$ cat src/rtl/rc_pwm_switch_decoder_unit_assert.svh
// Assertion helpers shared by the decoder modules.
// Each use expects clk and rst to exist in the calling module.
`ifndef RC_PWM_SWITCH_DECODER_UNIT_ASSERT_SVH
`define RC_PWM_SWITCH_DECODER_UNIT_ASSERT_SVH

// Same-cycle implication.
`define RCPWM_CHECK(label, ante, cons, msg) \
  label: assert property (@(posedge clk) disable iff (rst) (ante) |-> (cons)) \
    else $error(msg);

// Next-cycle implication.
`define RCPWM_CHECK_NEXT(label, ante, cons, msg) \
  label: assert property (@(posedge clk) disable iff (rst) (ante) |=> (cons)) \
    else $error(msg);

`endif

$ cat src/rtl/rcpwm_pkg.sv
`default_nettype none

package rcpwm_pkg;

  localparam int unsigned CfgIndexW = 3;
  localparam int unsigned CfgDataW  = 16;
  localparam int unsigned WidthW    = 16;
  localparam int unsigned MsW       = 16;
  localparam int unsigned CountW    = 32;

  localparam logic [WidthW-1:0] WidthSat = '1;
  localparam logic [MsW-1:0]    MsSat    = '1;

  // register indexes
  localparam logic [CfgIndexW-1:0] REG_MIN_PULSE  = 3'd0;
  localparam logic [CfgIndexW-1:0] REG_MAX_PULSE  = 3'd1;
  localparam logic [CfgIndexW-1:0] REG_LOW_THRESH = 3'd2;
  localparam logic [CfgIndexW-1:0] REG_HIGH_THRESH = 3'd3;
  localparam logic [CfgIndexW-1:0] REG_TIMEOUT    = 3'd4;

  // register reset values
  localparam logic [CfgDataW-1:0] MinPulseRst   = 16'd900;
  localparam logic [CfgDataW-1:0] MaxPulseRst   = 16'd2100;
  localparam logic [CfgDataW-1:0] LowThreshRst  = 16'd1300;
  localparam logic [CfgDataW-1:0] HighThreshRst = 16'd1700;
  localparam logic [CfgDataW-1:0] TimeoutRst   = 16'd500;

  // switch positions
  localparam logic [1:0] POS_UNKNOWN = 2'd0;
  localparam logic [1:0] POS_LOW     = 2'd1;
  localparam logic [1:0] POS_MIDDLE  = 2'd2;
  localparam logic [1:0] POS_HIGH    = 2'd3;

  typedef struct packed {
    logic pin_level;
    logic ms_tick;
  } sample_t;

  typedef struct packed {
    logic [WidthW-1:0] pulse_width_us;
    logic [WidthW-1:0] raw_width_us;
    logic              signal_ok;
    logic              in_failsafe;
    logic [1:0]        switch_pos;
    logic              rearm_seen;
    logic              cockpit_request;
    logic [CountW-1:0] measured_count;
    logic [CountW-1:0] rejected_count;
  } result_t;

  typedef struct packed {
    logic [CfgDataW-1:0] min_pulse_us;
    logic [CfgDataW-1:0] max_pulse_us;
    logic [CfgDataW-1:0] low_threshold_us;
    logic [CfgDataW-1:0] high_threshold_us;
    logic [CfgDataW-1:0] timeout_ms;
  } cfg_t;

  // one completed measurement, valid in the cycle it ends
  typedef struct packed {
    logic              done;
    logic              accept;
    logic [WidthW-1:0] width;
  } meas_t;

  // post-update measurement counters
  typedef struct packed {
    logic [WidthW-1:0] raw_width_us;
    logic [CountW-1:0] measured_count;
    logic [CountW-1:0] rejected_count;
  } counts_t;

  // post-update switch tracking status
  typedef struct packed {
    logic [WidthW-1:0] pulse_width_us;
    logic              failsafe;
    logic [1:0]        switch_pos;
    logic              rearm_seen;
  } track_t;

endpackage

`default_nettype wire

$ cat src/rtl/rcpwm_if.sv
`default_nettype none

// Sample channel: one pin sample per beat.
interface rcpwm_sample_if;
  import rcpwm_pkg::*;
  logic    valid;
  logic    ready;
  sample_t payload;
  modport source (output valid, output payload, input ready);
  modport sink   (input valid, input payload, output ready);
endinterface

// Result channel: one decoder status word per beat.
interface rcpwm_result_if;
  import rcpwm_pkg::*;
  logic    valid;
  logic    ready;
  result_t payload;
  modport source (output valid, output payload, input ready);
  modport sink   (input valid, input payload, output ready);
endinterface

`default_nettype wire

$ cat src/rtl/rcpwm_cfg.sv
`default_nettype none

module rcpwm_cfg (
  input  wire logic                             clk,
  input  wire logic                             rst,
  input  wire logic                             wr_en,
  input  wire logic [rcpwm_pkg::CfgIndexW-1:0]  wr_index,
  input  wire logic [rcpwm_pkg::CfgDataW-1:0]   wr_data,
  output rcpwm_pkg::cfg_t                       cfg
);
  import rcpwm_pkg::*;

  always_ff @(posedge clk) begin
    if (rst) begin
      cfg.min_pulse_us      <= MinPulseRst;
      cfg.max_pulse_us      <= MaxPulseRst;
      cfg.low_threshold_us  <= LowThreshRst;
      cfg.high_threshold_us <= HighThreshRst;
      cfg.timeout_ms        <= TimeoutRst;
    end else if (wr_en) begin
      case (wr_index)
        REG_MIN_PULSE:   cfg.min_pulse_us      <= wr_data;
        REG_MAX_PULSE:   cfg.max_pulse_us      <= wr_data;
        REG_LOW_THRESH:  cfg.low_threshold_us  <= wr_data;
        REG_HIGH_THRESH: cfg.high_threshold_us <= wr_data;
        REG_TIMEOUT:     cfg.timeout_ms        <= wr_data;
        default: ;  // unmapped index, dropped
      endcase
    end
  end

endmodule

`default_nettype wire

$ cat src/rtl/rcpwm_measure.sv
`default_nettype none

module rcpwm_measure (
  input  wire logic        clk,
  input  wire logic        rst,
  input  wire logic        en,
  input  wire logic        level,
  input  rcpwm_pkg::cfg_t  cfg,
  output rcpwm_pkg::meas_t meas,
  output rcpwm_pkg::counts_t counts
);
  import rcpwm_pkg::*;

  logic              prev_level;
  logic              rise_seen;
  logic [WidthW-1:0] high_time;
  logic [WidthW-1:0] last_raw_width;
  logic [CountW-1:0] pulse_total;
  logic [CountW-1:0] reject_total;

  logic              rise_edge;
  logic              fall_edge;
  logic              in_window;
  logic              rise_seen_next;
  logic [WidthW-1:0] high_time_next;

  always_comb begin
    rise_edge = level && !prev_level;
    fall_edge = !level && prev_level && rise_seen;
    in_window = (high_time >= cfg.min_pulse_us) && (high_time <= cfg.max_pulse_us);

    rise_seen_next = rise_seen | rise_edge;
    if (rise_edge) begin
      high_time_next = WidthW'(1);
    end else if (level && rise_seen && (high_time != WidthSat)) begin
      high_time_next = high_time + WidthW'(1);
    end else begin
      high_time_next = high_time;
    end

    meas.done   = fall_edge;
    meas.accept = fall_edge && in_window;
    meas.width  = high_time;

    counts.raw_width_us   = fall_edge ? high_time : last_raw_width;
    counts.measured_count = pulse_total + CountW'(fall_edge);
    counts.rejected_count = reject_total + CountW'(fall_edge && !in_window);
  end

  always_ff @(posedge clk) begin
    if (rst) begin
      prev_level     <= 1'b0;
      rise_seen      <= 1'b0;
      high_time      <= '0;
      last_raw_width <= '0;
      pulse_total    <= '0;
      reject_total   <= '0;
    end else if (en) begin
      prev_level     <= level;
      rise_seen      <= rise_seen_next;
      high_time      <= high_time_next;
      last_raw_width <= counts.raw_width_us;
      pulse_total    <= counts.measured_count;
      reject_total   <= counts.rejected_count;
    end
  end

endmodule

`default_nettype wire

$ cat src/rtl/rcpwm_track.sv
`default_nettype none
`include "rc_pwm_switch_decoder_unit_assert.svh"

module rcpwm_track (
  input  wire logic         clk,
  input  wire logic         rst,
  input  wire logic         en,
  input  wire logic         tick,
  input  rcpwm_pkg::meas_t  meas,
  input  rcpwm_pkg::cfg_t   cfg,
  output rcpwm_pkg::track_t status
);
  import rcpwm_pkg::*;

  logic [WidthW-1:0] accepted_width;
  logic              ever_valid;
  logic [MsW-1:0]    ms_since_valid;
  logic [1:0]        position;
  logic              rearm_flag;

  logic              is_low;
  logic [1:0]        class_pos;
  logic              ever_valid_next;
  logic [MsW-1:0]    ms_since_valid_next;
  logic [WidthW-1:0] width_mid;
  logic [1:0]        pos_mid;

  always_comb begin
    // low wins when the thresholds overlap
    is_low = meas.width < cfg.low_threshold_us;
    if (is_low) begin
      class_pos = POS_LOW;
    end else if (meas.width > cfg.high_threshold_us) begin
      class_pos = POS_HIGH;
    end else begin
      class_pos = POS_MIDDLE;
    end

    ever_valid_next = ever_valid | meas.accept;
    width_mid       = meas.accept ? meas.width : accepted_width;
    pos_mid         = meas.accept ? class_pos : position;

    // a tick in the same beat as an accepted pulse is swallowed
    if (meas.accept) begin
      ms_since_valid_next = '0;
    end else if (tick && (ms_since_valid != MsSat)) begin
      ms_since_valid_next = ms_since_valid + MsW'(1);
    end else begin
      ms_since_valid_next = ms_since_valid;
    end

    status.failsafe       = !ever_valid_next || (ms_since_valid_next > cfg.timeout_ms);
    status.pulse_width_us = status.failsafe ? '0 : width_mid;
    status.switch_pos     = status.failsafe ? POS_UNKNOWN : pos_mid;
    status.rearm_seen     = rearm_flag | (meas.accept && is_low);
  end

  always_ff @(posedge clk) begin
    if (rst) begin
      accepted_width <= '0;
      ever_valid     <= 1'b0;
      ms_since_valid <= '0;
      position       <= POS_UNKNOWN;
      rearm_flag     <= 1'b0;
    end else if (en) begin
      accepted_width <= status.pulse_width_us;
      ever_valid     <= ever_valid_next;
      ms_since_valid <= ms_since_valid_next;
      position       <= status.switch_pos;
      rearm_flag     <= status.rearm_seen;
    end
  end

  `RCPWM_CHECK_NEXT(a_accept_restarts, en && meas.accept,
    ever_valid && (ms_since_valid == '0), "accepted pulse did not restart timeout")
  `RCPWM_CHECK_NEXT(a_ever_valid_sticky, ever_valid, ever_valid, "ever_valid dropped")
  `RCPWM_CHECK_NEXT(a_rearm_sticky, rearm_flag, rearm_flag, "rearm flag dropped")
  `RCPWM_CHECK(a_unknown_no_width, ever_valid && (position == POS_UNKNOWN),
    accepted_width == '0, "width kept while position unknown")

endmodule

`default_nettype wire

$ cat src/rtl/rcpwm_outbuf.sv
`default_nettype none
`include "rc_pwm_switch_decoder_unit_assert.svh"

module rcpwm_outbuf (
  input  wire logic         clk,
  input  wire logic         rst,
  input  wire logic         push,
  input  rcpwm_pkg::result_t data,
  output logic              ready,
  rcpwm_result_if.source    result
);
  import rcpwm_pkg::*;

  logic    main_v;
  logic    skid_v;
  result_t main_q;
  result_t skid_q;

  assign ready          = !skid_v;
  assign result.valid   = main_v;
  assign result.payload = main_q;

  always_ff @(posedge clk) begin
    if (rst) begin
      main_v <= 1'b0;
      skid_v <= 1'b0;
    end else if (!main_v || result.ready) begin
      if (skid_v) begin
        main_q <= skid_q;
        main_v <= 1'b1;
        skid_v <= 1'b0;
      end else begin
        main_v <= push;
        if (push) begin
          main_q <= data;
        end
      end
    end else if (push) begin
      skid_q <= data;
      skid_v <= 1'b1;
    end
  end

  `RCPWM_CHECK(a_skid_implies_main, skid_v, main_v, "skid filled with empty head")
  `RCPWM_CHECK(a_no_push_when_full, push, !skid_v, "beat pushed into full buffer")
  `RCPWM_CHECK_NEXT(a_skid_drains, skid_v && result.ready, main_v && !skid_v,
    "skid beat not moved to head")

endmodule

`default_nettype wire

$ cat src/rtl/rc_pwm_switch_decoder_unit.sv
`default_nettype none

// RC PWM switch decoder. Each sample beat carries one microsecond sample of
// the receiver PWM pin plus a flag for a millisecond boundary. Each sample
// produces exactly one result beat with the decoder status after that
// sample: last accepted and last raw pulse width, failsafe and signal-ok,
// the three-position switch reading, the sticky rearm flag, the cockpit
// request and the wrapping measured and rejected pulse counts. Throughput
// is one sample per clock while the result side is ready. A sample is held
// in the input register, and its result is loaded into the result register
// and offered from there. All decode logic sits between the two registers.
// A second result entry catches the beat pushed during a result stall, so
// the input keeps accepting as a stall begins. Once that entry is full, the
// input pauses until the entry has moved to the head. The user must write
// thresholds, window and timeout through wr_en/wr_index/wr_data only while
// no samples are in flight; the block itself does not enforce this.
module rc_pwm_switch_decoder_unit (
  input  wire logic                            clk,
  input  wire logic                            rst,
  input  wire logic                            wr_en,
  input  wire logic [rcpwm_pkg::CfgIndexW-1:0] wr_index,
  input  wire logic [rcpwm_pkg::CfgDataW-1:0]  wr_data,
  rcpwm_sample_if.sink                         sample,
  rcpwm_result_if.source                       result
);
  import rcpwm_pkg::*;

  cfg_t    cfg;
  meas_t   meas;
  counts_t counts;
  track_t  status;
  result_t res;

  // input register
  logic    in_v;
  sample_t in_q;

  logic    buf_ready;
  logic    push;

  // the held sample moves on whenever the result buffer has room
  assign push         = in_v && buf_ready;
  assign sample.ready = !in_v || push;

  always_ff @(posedge clk) begin
    if (rst) begin
      in_v <= 1'b0;
    end else if (sample.ready) begin
      in_v <= sample.valid;
    end
  end

  always_ff @(posedge clk) begin
    if (sample.valid && sample.ready) begin
      in_q <= sample.payload;
    end
  end

  rcpwm_cfg u_cfg (
    .clk      (clk),
    .rst      (rst),
    .wr_en    (wr_en),
    .wr_index (wr_index),
    .wr_data  (wr_data),
    .cfg      (cfg)
  );

  // edge detection, high-time counter, window check, counters
  rcpwm_measure u_measure (
    .clk    (clk),
    .rst    (rst),
    .en     (push),
    .level  (in_q.pin_level),
    .cfg    (cfg),
    .meas   (meas),
    .counts (counts)
  );

  // switch position, rearm latch, timeout and failsafe
  rcpwm_track u_track (
    .clk    (clk),
    .rst    (rst),
    .en     (push),
    .tick   (in_q.ms_tick),
    .meas   (meas),
    .cfg    (cfg),
    .status (status)
  );

  always_comb begin
    res.pulse_width_us  = status.pulse_width_us;
    res.raw_width_us    = counts.raw_width_us;
    res.signal_ok       = !status.failsafe;
    res.in_failsafe     = status.failsafe;
    res.switch_pos      = status.switch_pos;
    res.rearm_seen      = status.rearm_seen;
    // high position only survives when failsafe is clear
    res.cockpit_request = (status.switch_pos == POS_HIGH);
    res.measured_count  = counts.measured_count;
    res.rejected_count  = counts.rejected_count;
  end

  rcpwm_outbuf u_outbuf (
    .clk    (clk),
    .rst    (rst),
    .push   (push),
    .data   (res),
    .ready  (buf_ready),
    .result (result)
  );

endmodule

`default_nettype wire

$ cat src/flat_wrapper.sv
// flat-port wrapper written by rule: the top's interface ports become plain ports
module rc_pwm_switch_decoder_unit_flat import rcpwm_pkg::*;
  (clk, rst, wr_en, wr_index, wr_data, sample_valid, sample_payload, sample_ready, result_valid, result_payload, result_ready);
  rcpwm_sample_if sample_i ();
  rcpwm_result_if result_i ();
  input  wire logic clk;
  input  wire logic rst;
  input  wire logic wr_en;
  input  wire logic [rcpwm_pkg::CfgIndexW-1:0] wr_index;
  input  wire logic [rcpwm_pkg::CfgDataW-1:0] wr_data;
  input wire logic [$bits(sample_i.valid)-1:0] sample_valid;
  input wire logic [$bits(sample_i.payload)-1:0] sample_payload;
  output wire logic [$bits(sample_i.ready)-1:0] sample_ready;
  output wire logic [$bits(result_i.valid)-1:0] result_valid;
  output wire logic [$bits(result_i.payload)-1:0] result_payload;
  input wire logic [$bits(result_i.ready)-1:0] result_ready;
  assign sample_i.valid = sample_valid;
  assign sample_i.payload = sample_payload;
  assign sample_ready = sample_i.ready;
  assign result_valid = result_i.valid;
  assign result_payload = result_i.payload;
  assign result_i.ready = result_ready;
  rc_pwm_switch_decoder_unit u_core (.clk(clk), .rst(rst), .wr_en(wr_en), .wr_index(wr_index), .wr_data(wr_data), .sample(sample_i), .result(result_i));
endmodule
$ cat config.mk
export PLATFORM = sky130hd
export DESIGN_NAME = rc_pwm_switch_decoder_unit_flat
export DESIGN_NICKNAME = d
export VERILOG_FILES = /design/src/rtl/rcpwm_pkg.sv /design/src/rtl/rcpwm_if.sv /design/src/rtl/rcpwm_cfg.sv /design/src/rtl/rcpwm_measure.sv /design/src/rtl/rcpwm_track.sv /design/src/rtl/rcpwm_outbuf.sv /design/src/rtl/rc_pwm_switch_decoder_unit.sv /design/src/flat_wrapper.sv
export VERILOG_INCLUDE_DIRS = /design/src /design/src/rtl
export SDC_FILE = /design/constraint.sdc
export NUM_CORES = 1
export LEC_CHECK = 0
export BUFFER_PORTS_ARGS = -buffer_cell sky130_fd_sc_hd__buf_2
export CAP_MARGIN = 10
export CORE_MARGIN = 1
export CORE_UTILIZATION = 30
export DETAILED_ROUTE_END_ITERATION = 7
export PLACE_DENSITY_LB_ADDON = 0.05
export SYNTH_ARGS = -nofsm -noshare
export SYNTH_HDL_FRONTEND = slang
export SYNTH_HIERARCHICAL = 1
export SYNTH_SLANG_ARGS = --single-unit
$ cat constraint.sdc
create_clock -name clk -period 11.6 [get_ports clk]
set_input_delay 0.58 -clock clk [delete_from_list [all_inputs] [get_ports clk]]
set_output_delay 0.58 -clock clk [all_outputs]
set_load 0.01 [all_outputs]
After elaboration in Yosys (flattened, before gate mapping)
Cells that the tools add are included.
- $add $sub $neg: 4
- magnitude comparators: 5
- eq/ne operators: 7
- mux-type cells: 14
- bitwise gates (word level): 5
- reductions and logical operators: 35
- operators by type and width (kind ; count):
    102-bit two-way mux ; 2
    16-bit two-way mux ; 7
    32-bit by 1-bit adder with 32-bit output ; 2
    16-bit by 1-bit adder with 16-bit output, second input constant ; 2
    16-bit > comparator ; 2
    16-bit inequality test, second input constant ; 2
    16-bit greater-or-equal comparator ; 1
    16-bit <= comparator ; 1
    16-bit less-than comparator ; 1
    1-bit logical AND ; 12
    2-bit AND reduction ; 6
    1-bit logical NOT ; 8
    3-bit by 2-bit == test with 1-bit output, second input constant ; 2
    2-bit two-way mux ; 3
    3-bit AND reduction ; 2
    2-bit nonzero test ; 2
    3-bit by 1-bit == test with 1-bit output, second input constant ; 1
    3-bit == test, second input constant ; 1
    3-bit logical NOT ; 1
    1-bit logical OR ; 3
    1-bit bitwise OR ; 3
    2-bit == test, second input constant ; 1
    1-bit two-way mux ; 2
    1-bit inverter ; 2
    2-bit OR reduction ; 1
- bits in registers: 423
- word-level logic and storage cells: 109

Logic depth before layout (Yosys ltp)
- depth after elaboration: 11
- depth in mapped cells: 19

By module
Netlist, hierarchy kept.
- modules (own cells, without submodules) (module ; instances ; cells an instance ; area an instance (µm²) ; sequential area each (µm²)):
    rcpwm_outbuf ; 1 ; 328 ; 7688.6 ; 6165.9
    rcpwm_measure ; 1 ; 790 ; 6281.0 ; 1961.9
    rcpwm_track ; 1 ; 422 ; 3283.1 ; 720.7
    rcpwm_cfg ; 1 ; 292 ; 3166.8 ; 1601.5
    rc_pwm_switch_decoder_unit ; 1 ; 10 ; 132.6 ; 80.1

Worst setup path before layout
Ideal clock, no wire load.
- path kind: flip-flop to flip-flop
- start point: reg u_core.u_outbuf.skid_v
- end point: reg u_core/u_outbuf/skid_q[0] (netlist bit) (enable)
- setup time: 0.711 ns
- arrival time: 8.351 ns
- required time: 10.889 ns
- slack: 2.538 ns
- cell stages (with the launch flop): 7
- path through: dfxtp_1 -> buf_6 -> buf_8 -> buf_6 -> inv_1 -> and2_2 -> nor3b_1
- cells in the longest elaborated chain, start to end: 3
- ends and longest elaborated chain (element ; line ; source):
    start, declared ; rcpwm_outbuf.sv:15 ; logic skid_v;
    start signal, assigned ; rcpwm_outbuf.sv:26 ; skid_v <= 1'b0;
    start signal, assigned ; rcpwm_outbuf.sv:31 ; skid_v <= 1'b0;
    start signal, assigned ; rcpwm_outbuf.sv:40 ; skid_v <= 1'b1;
    1-bit logical NOT ; rcpwm_outbuf.sv:19 ; assign ready = !skid_v;
    named net u_core.buf_ready ; rc_pwm_switch_decoder_unit.sv:38 ; logic buf_ready;
    1-bit logical AND ; rc_pwm_switch_decoder_unit.sv:42 ; assign push = in_v && buf_ready;
    named net u_core.push ; rc_pwm_switch_decoder_unit.sv:39 ; logic push;
    3-bit AND reduction (no source line) ; n/a ;
    end signal, assigned ; rcpwm_outbuf.sv:39 ; skid_q <= data;
    end, declared ; rcpwm_outbuf.sv:17 ; result_t skid_q;
The timed path passes the listed nets, and every way through them passes these cells.
A chain may end at the register's enable or synchronous reset.

==> results <==
- STA puts the critical path data required time at 11940 ps.
- The cell that appears most often on the critical path is ha_1.
- The post-detailed-routing wire length is roughly 53000 µm.
- The count of buffers added by post-CTS timing repair for setup is 0.
- The data arrival at the endpoint of the critical path is a little over 6000 ps.
- For this run, the slowest stage of the critical path takes 680 ps.
- 130 I/O pins were placed.
- The maximum number of pins on one net before global-route repair is 75.
- The floorplan step set the die width to 264 µm.
- The minimum setup slack among reg-to-reg paths is approximately 5900 ps.
- The final routed wire length divided by cell count is 18.2 µm.
- The final layout contains roughly 2100 nets.
- The end point of the most critical hold path is u_core/in_q[1]$_DFFE_PP_.
- Buffers inserted to repair hold after CTS numbered 0.
- Synthesis produced between 1500 and 2000 cells.
- VDD sags by at most roughly 0.11 mV.
- The congestion estimate from routability-driven global placement came to just under 0.8.
- The share of the clock period used by the worst path after layout is about half.
- The library cell used most frequently in the layout, excluding fill and tap cells, is dfxtp_1.
- The clock-pin transition on the worst setup and hold timing paths is approximately 60 ps.
- The total nets after synthesis is 1952.
- In the layout the commonest cells are dfxtp_1 (216), edfxtp_1 (206), nor2_1 (189).
- The worst pin sits at a relative slew slack of ~27%.
- The setup TNS after final layout is 0 ps.
- Combinational logic burns 3.9% of the power.
- Before antenna repair, the detailed router went through 5 iterations.
- The classification of the worst setup path is reg -> reg.
- Setup repair after global routing left no endpoint under its margin.
- The die area is 69500 µm².
- The setup skew after layout is 17.5 ps.
- Along the worst hold path, the cell count comes to 1.
- After detailed routing, the number of vias per cell comes to 4.79.
- The worst reg-to-reg path cell count is 17.
- The core region is ~68000 µm².
- For this block, the initial DRC count from the detailed router was 721.
- The synthesized area per cell is 11.2 µm².
- The worst hold path class is in -> reg.
- The final route contains around 14000 vias.
- Once the floorplan was initialized, standard cells occupied between 30% and 40% of the core.
- For this run, the total global-route usage over all layers was measured as about 15%.
- The total power per unit cell area is 138 nW/µm².
- The startpoint of the lowest-slack hold path is sample_payload[1].
- Grouping stages by cell kind, the critical path spends the most delay in compound AO/OA/AOI/OAI gates.
- For this design the total switching power over the nets is between 700 and 800 µW.
- The launching point of the worst reg2reg path is u_core/u_measure/high_time[14]$_SDFFE_PP0P_.
- The H-tree was split into 2 levels.
- The largest individual stage delay along the critical path comes from the cell dfxtp_1.
- For this run, design rule violations remaining after detail routing come to 0.
- The tool flagged a number of max-cap violations equal to 0.
- The number of placement rows is between 90 and 100.
- Traced cell by cell, the critical path runs through ha_1 -> a21oi_1 -> nand2_1 -> a221o_1 -> o31ai_1 -> and3_2 -> buf_4 -> nor2_1 -> ha_1 -> nand4_1 -> nor4_1 -> a21bo_2 -> a31o_2 -> o21ai_2 -> a211oi_1 -> and2_1 -> mux2_4.
- The cell area reported after detailed placement is ~22000 µm².
- In this run the vertical extent of the chip is 264 µm.
- After legalization and detailed placement, the total HPWL measured between 30000 and 40000 µm.
- The number of buffers created by CTS is 52.
- The port buffer count is around 130.
- The peak fanout along the critical path is 48.
- The final number of hold-violating endpoints is 0.
- The initial antenna violation count is 1.
- The leakage power of the design is roughly 0.0092 µW.
- The final instance area is 23600 µm².
- The total of warnings raised by yosys is 6.
- The reg-to-reg critical path endpoint is u_core/u_outbuf/result.payload[64]$_DFFE_PP_.
- Of the total power, the clock network draws between 40% and 50%.
- The sequential group share of total power is just under 50%.
- TritonCTS built the clock tree.
- The number of gates resized after CTS was 0.
- The worst path buffer plus inverter count is 1.
- The number of buffers between clock root and the deepest sink is 3.
- Compared with the post-synthesis result, the final layout area differs by 15.0%.
- Of the total power, the share spent switching nets is 22.6%.
- The first global-routing pass estimated 82600 µm of wire.
- The number of sinks handled by clock tree synthesis is 423.
- The kind of start point of the critical path is a flop.
- The flow ran to the end, and the final reports show no timing, DRC or antenna violations.
- In the final layout, the share of cells above drive strength 1 is a little under a fifth.
- The post-synthesis cell area is between 20000 and 25000 µm².
- The max-slew violation count came to 0.
- The total of endpoints with negative setup slack in the final report is 0.
- Static timing analysis puts the maximum clock frequency at 176 MHz.
- The via count of the first global-routing pass is roughly 14000.
- In this run the remaining antenna-violating nets after routing total 0.
- The clock reaches the later pin of the worst-skew pair after around 600 ps.
- In this run the clock root is driven by a clkbuf_16.
- The final-layout fill cell count is about 7000.
- The minimum clock period is about 5700 ps.
- STA classifies the critical path endpoint as a flop.
- The internal portion of the total power is around 2500 µW.
- For this run the aggregate overflow at the end of global routing stands at 0.
- The overall power consumption is around 3300 µW.
- The transition time of the tightest slew-check pin is roughly 1100 ps.
[area by class of cell]
type                            instances  area (µm²)  share of cell area, %
Tap cell                              873        1090                   4.62
Multi-Input combinational cell       1231        9220                   39.0
Antenna cell                            2        5.00                 0.0212
Timing Repair Buffer                  149         800                   3.38
Clock inverter                         22         179                  0.757
Inverter                              102         383                   1.62
Sequential cell                       423       10500                   44.6
Clock buffer                           75        1430                   6.05
[sequential cells by signal (all words and copies together) (netlist names)]
signal and flops:
u_core/u_measure/last_raw_width 16, u_core/u_cfg/cfg 80, u_core/u_measure/prev_level 1, u_core/u_outbuf/result.valid 1, u_core/u_outbuf/skid_q 102, u_core/u_track/ms_since_valid 16, u_core/u_measure/pulse_total 32, u_core/u_track/ever_valid 1
u_core/in_v 1, u_core/u_measure/rise_seen 1, u_core/u_outbuf/skid_v 1, u_core/u_outbuf/result.payload 102, u_core/u_measure/high_time 16, u_core/u_track/accepted_width 16, u_core/u_track/rearm_flag 1, u_core/u_track/position 2
u_core/in_q 2, u_core/u_measure/reject_total 32
[power by group through the flow]
| stage | clock network [µW] | logic (µW) | registers [µW] |
|---|---|---|---|
| floorplan | 0 | 77.0 | 1630 |
| CTS | 1610 | 132 | 1590 |
| finish | 1540 | 128 | 1590 |
| detailed placement | 0 | 132 | 1630 |
| global route | 1660 | 142 | 1600 |
| global placement | 0 | 131 | 1630 |
[per-layer routing]
| layer | global-route usage [%] | part of all wire, % | vias up |
|---|---|---|---|
| met1 | 20.1 | 47 | 6660 |
| met3 | 2.37 | 3.6 | 67 |
| met4 | 3.59 | 1.8 | 0 |
| li1 | - | - | 6829 |
| met5 | 0 | 0 | - |
| met2 | 25.7 | 48 | 233 |
[how the worst max path moves through the flow]
stage               slack, ps                                      endpoint  depth (start not counted)                                        start
finish                   5910  u_core/u_outbuf/result.payload[64]$_DFFE_PP_                         17  u_core/u_measure/high_time[14]$_SDFFE_PP0P_
detailed placement       5970  u_core/u_outbuf/result.payload[64]$_DFFE_PP_                         17  u_core/u_measure/high_time[14]$_SDFFE_PP0P_
floorplan                2540           u_core/u_outbuf/skid_q[0]$_DFFE_PP_                          6          u_core/u_outbuf/skid_v$_SDFFE_PP0P_
global route             5570  u_core/u_outbuf/result.payload[64]$_DFFE_PP_                         17  u_core/u_measure/high_time[14]$_SDFFE_PP0P_
CTS                      5940  u_core/u_outbuf/result.payload[64]$_DFFE_PP_                         17  u_core/u_measure/high_time[14]$_SDFFE_PP0P_
global placement         6040  u_core/u_outbuf/result.payload[64]$_DFFE_PP_                         17  u_core/u_measure/high_time[14]$_SDFFE_PP0P_
[stage by stage]
stage               hold slack, ps  setup slack (ps)  util [%]  std cells
floorplan                      439              2540         -       1841
global placement               451              6040      32.6       2777
detailed placement             463              5970      32.6       2777
CTS                            103              5940      35.0       2874
global route                   112              5570      35.0       2875
finish                         155              5910      35.0       2877
Power figures use the tool's default switching activity.
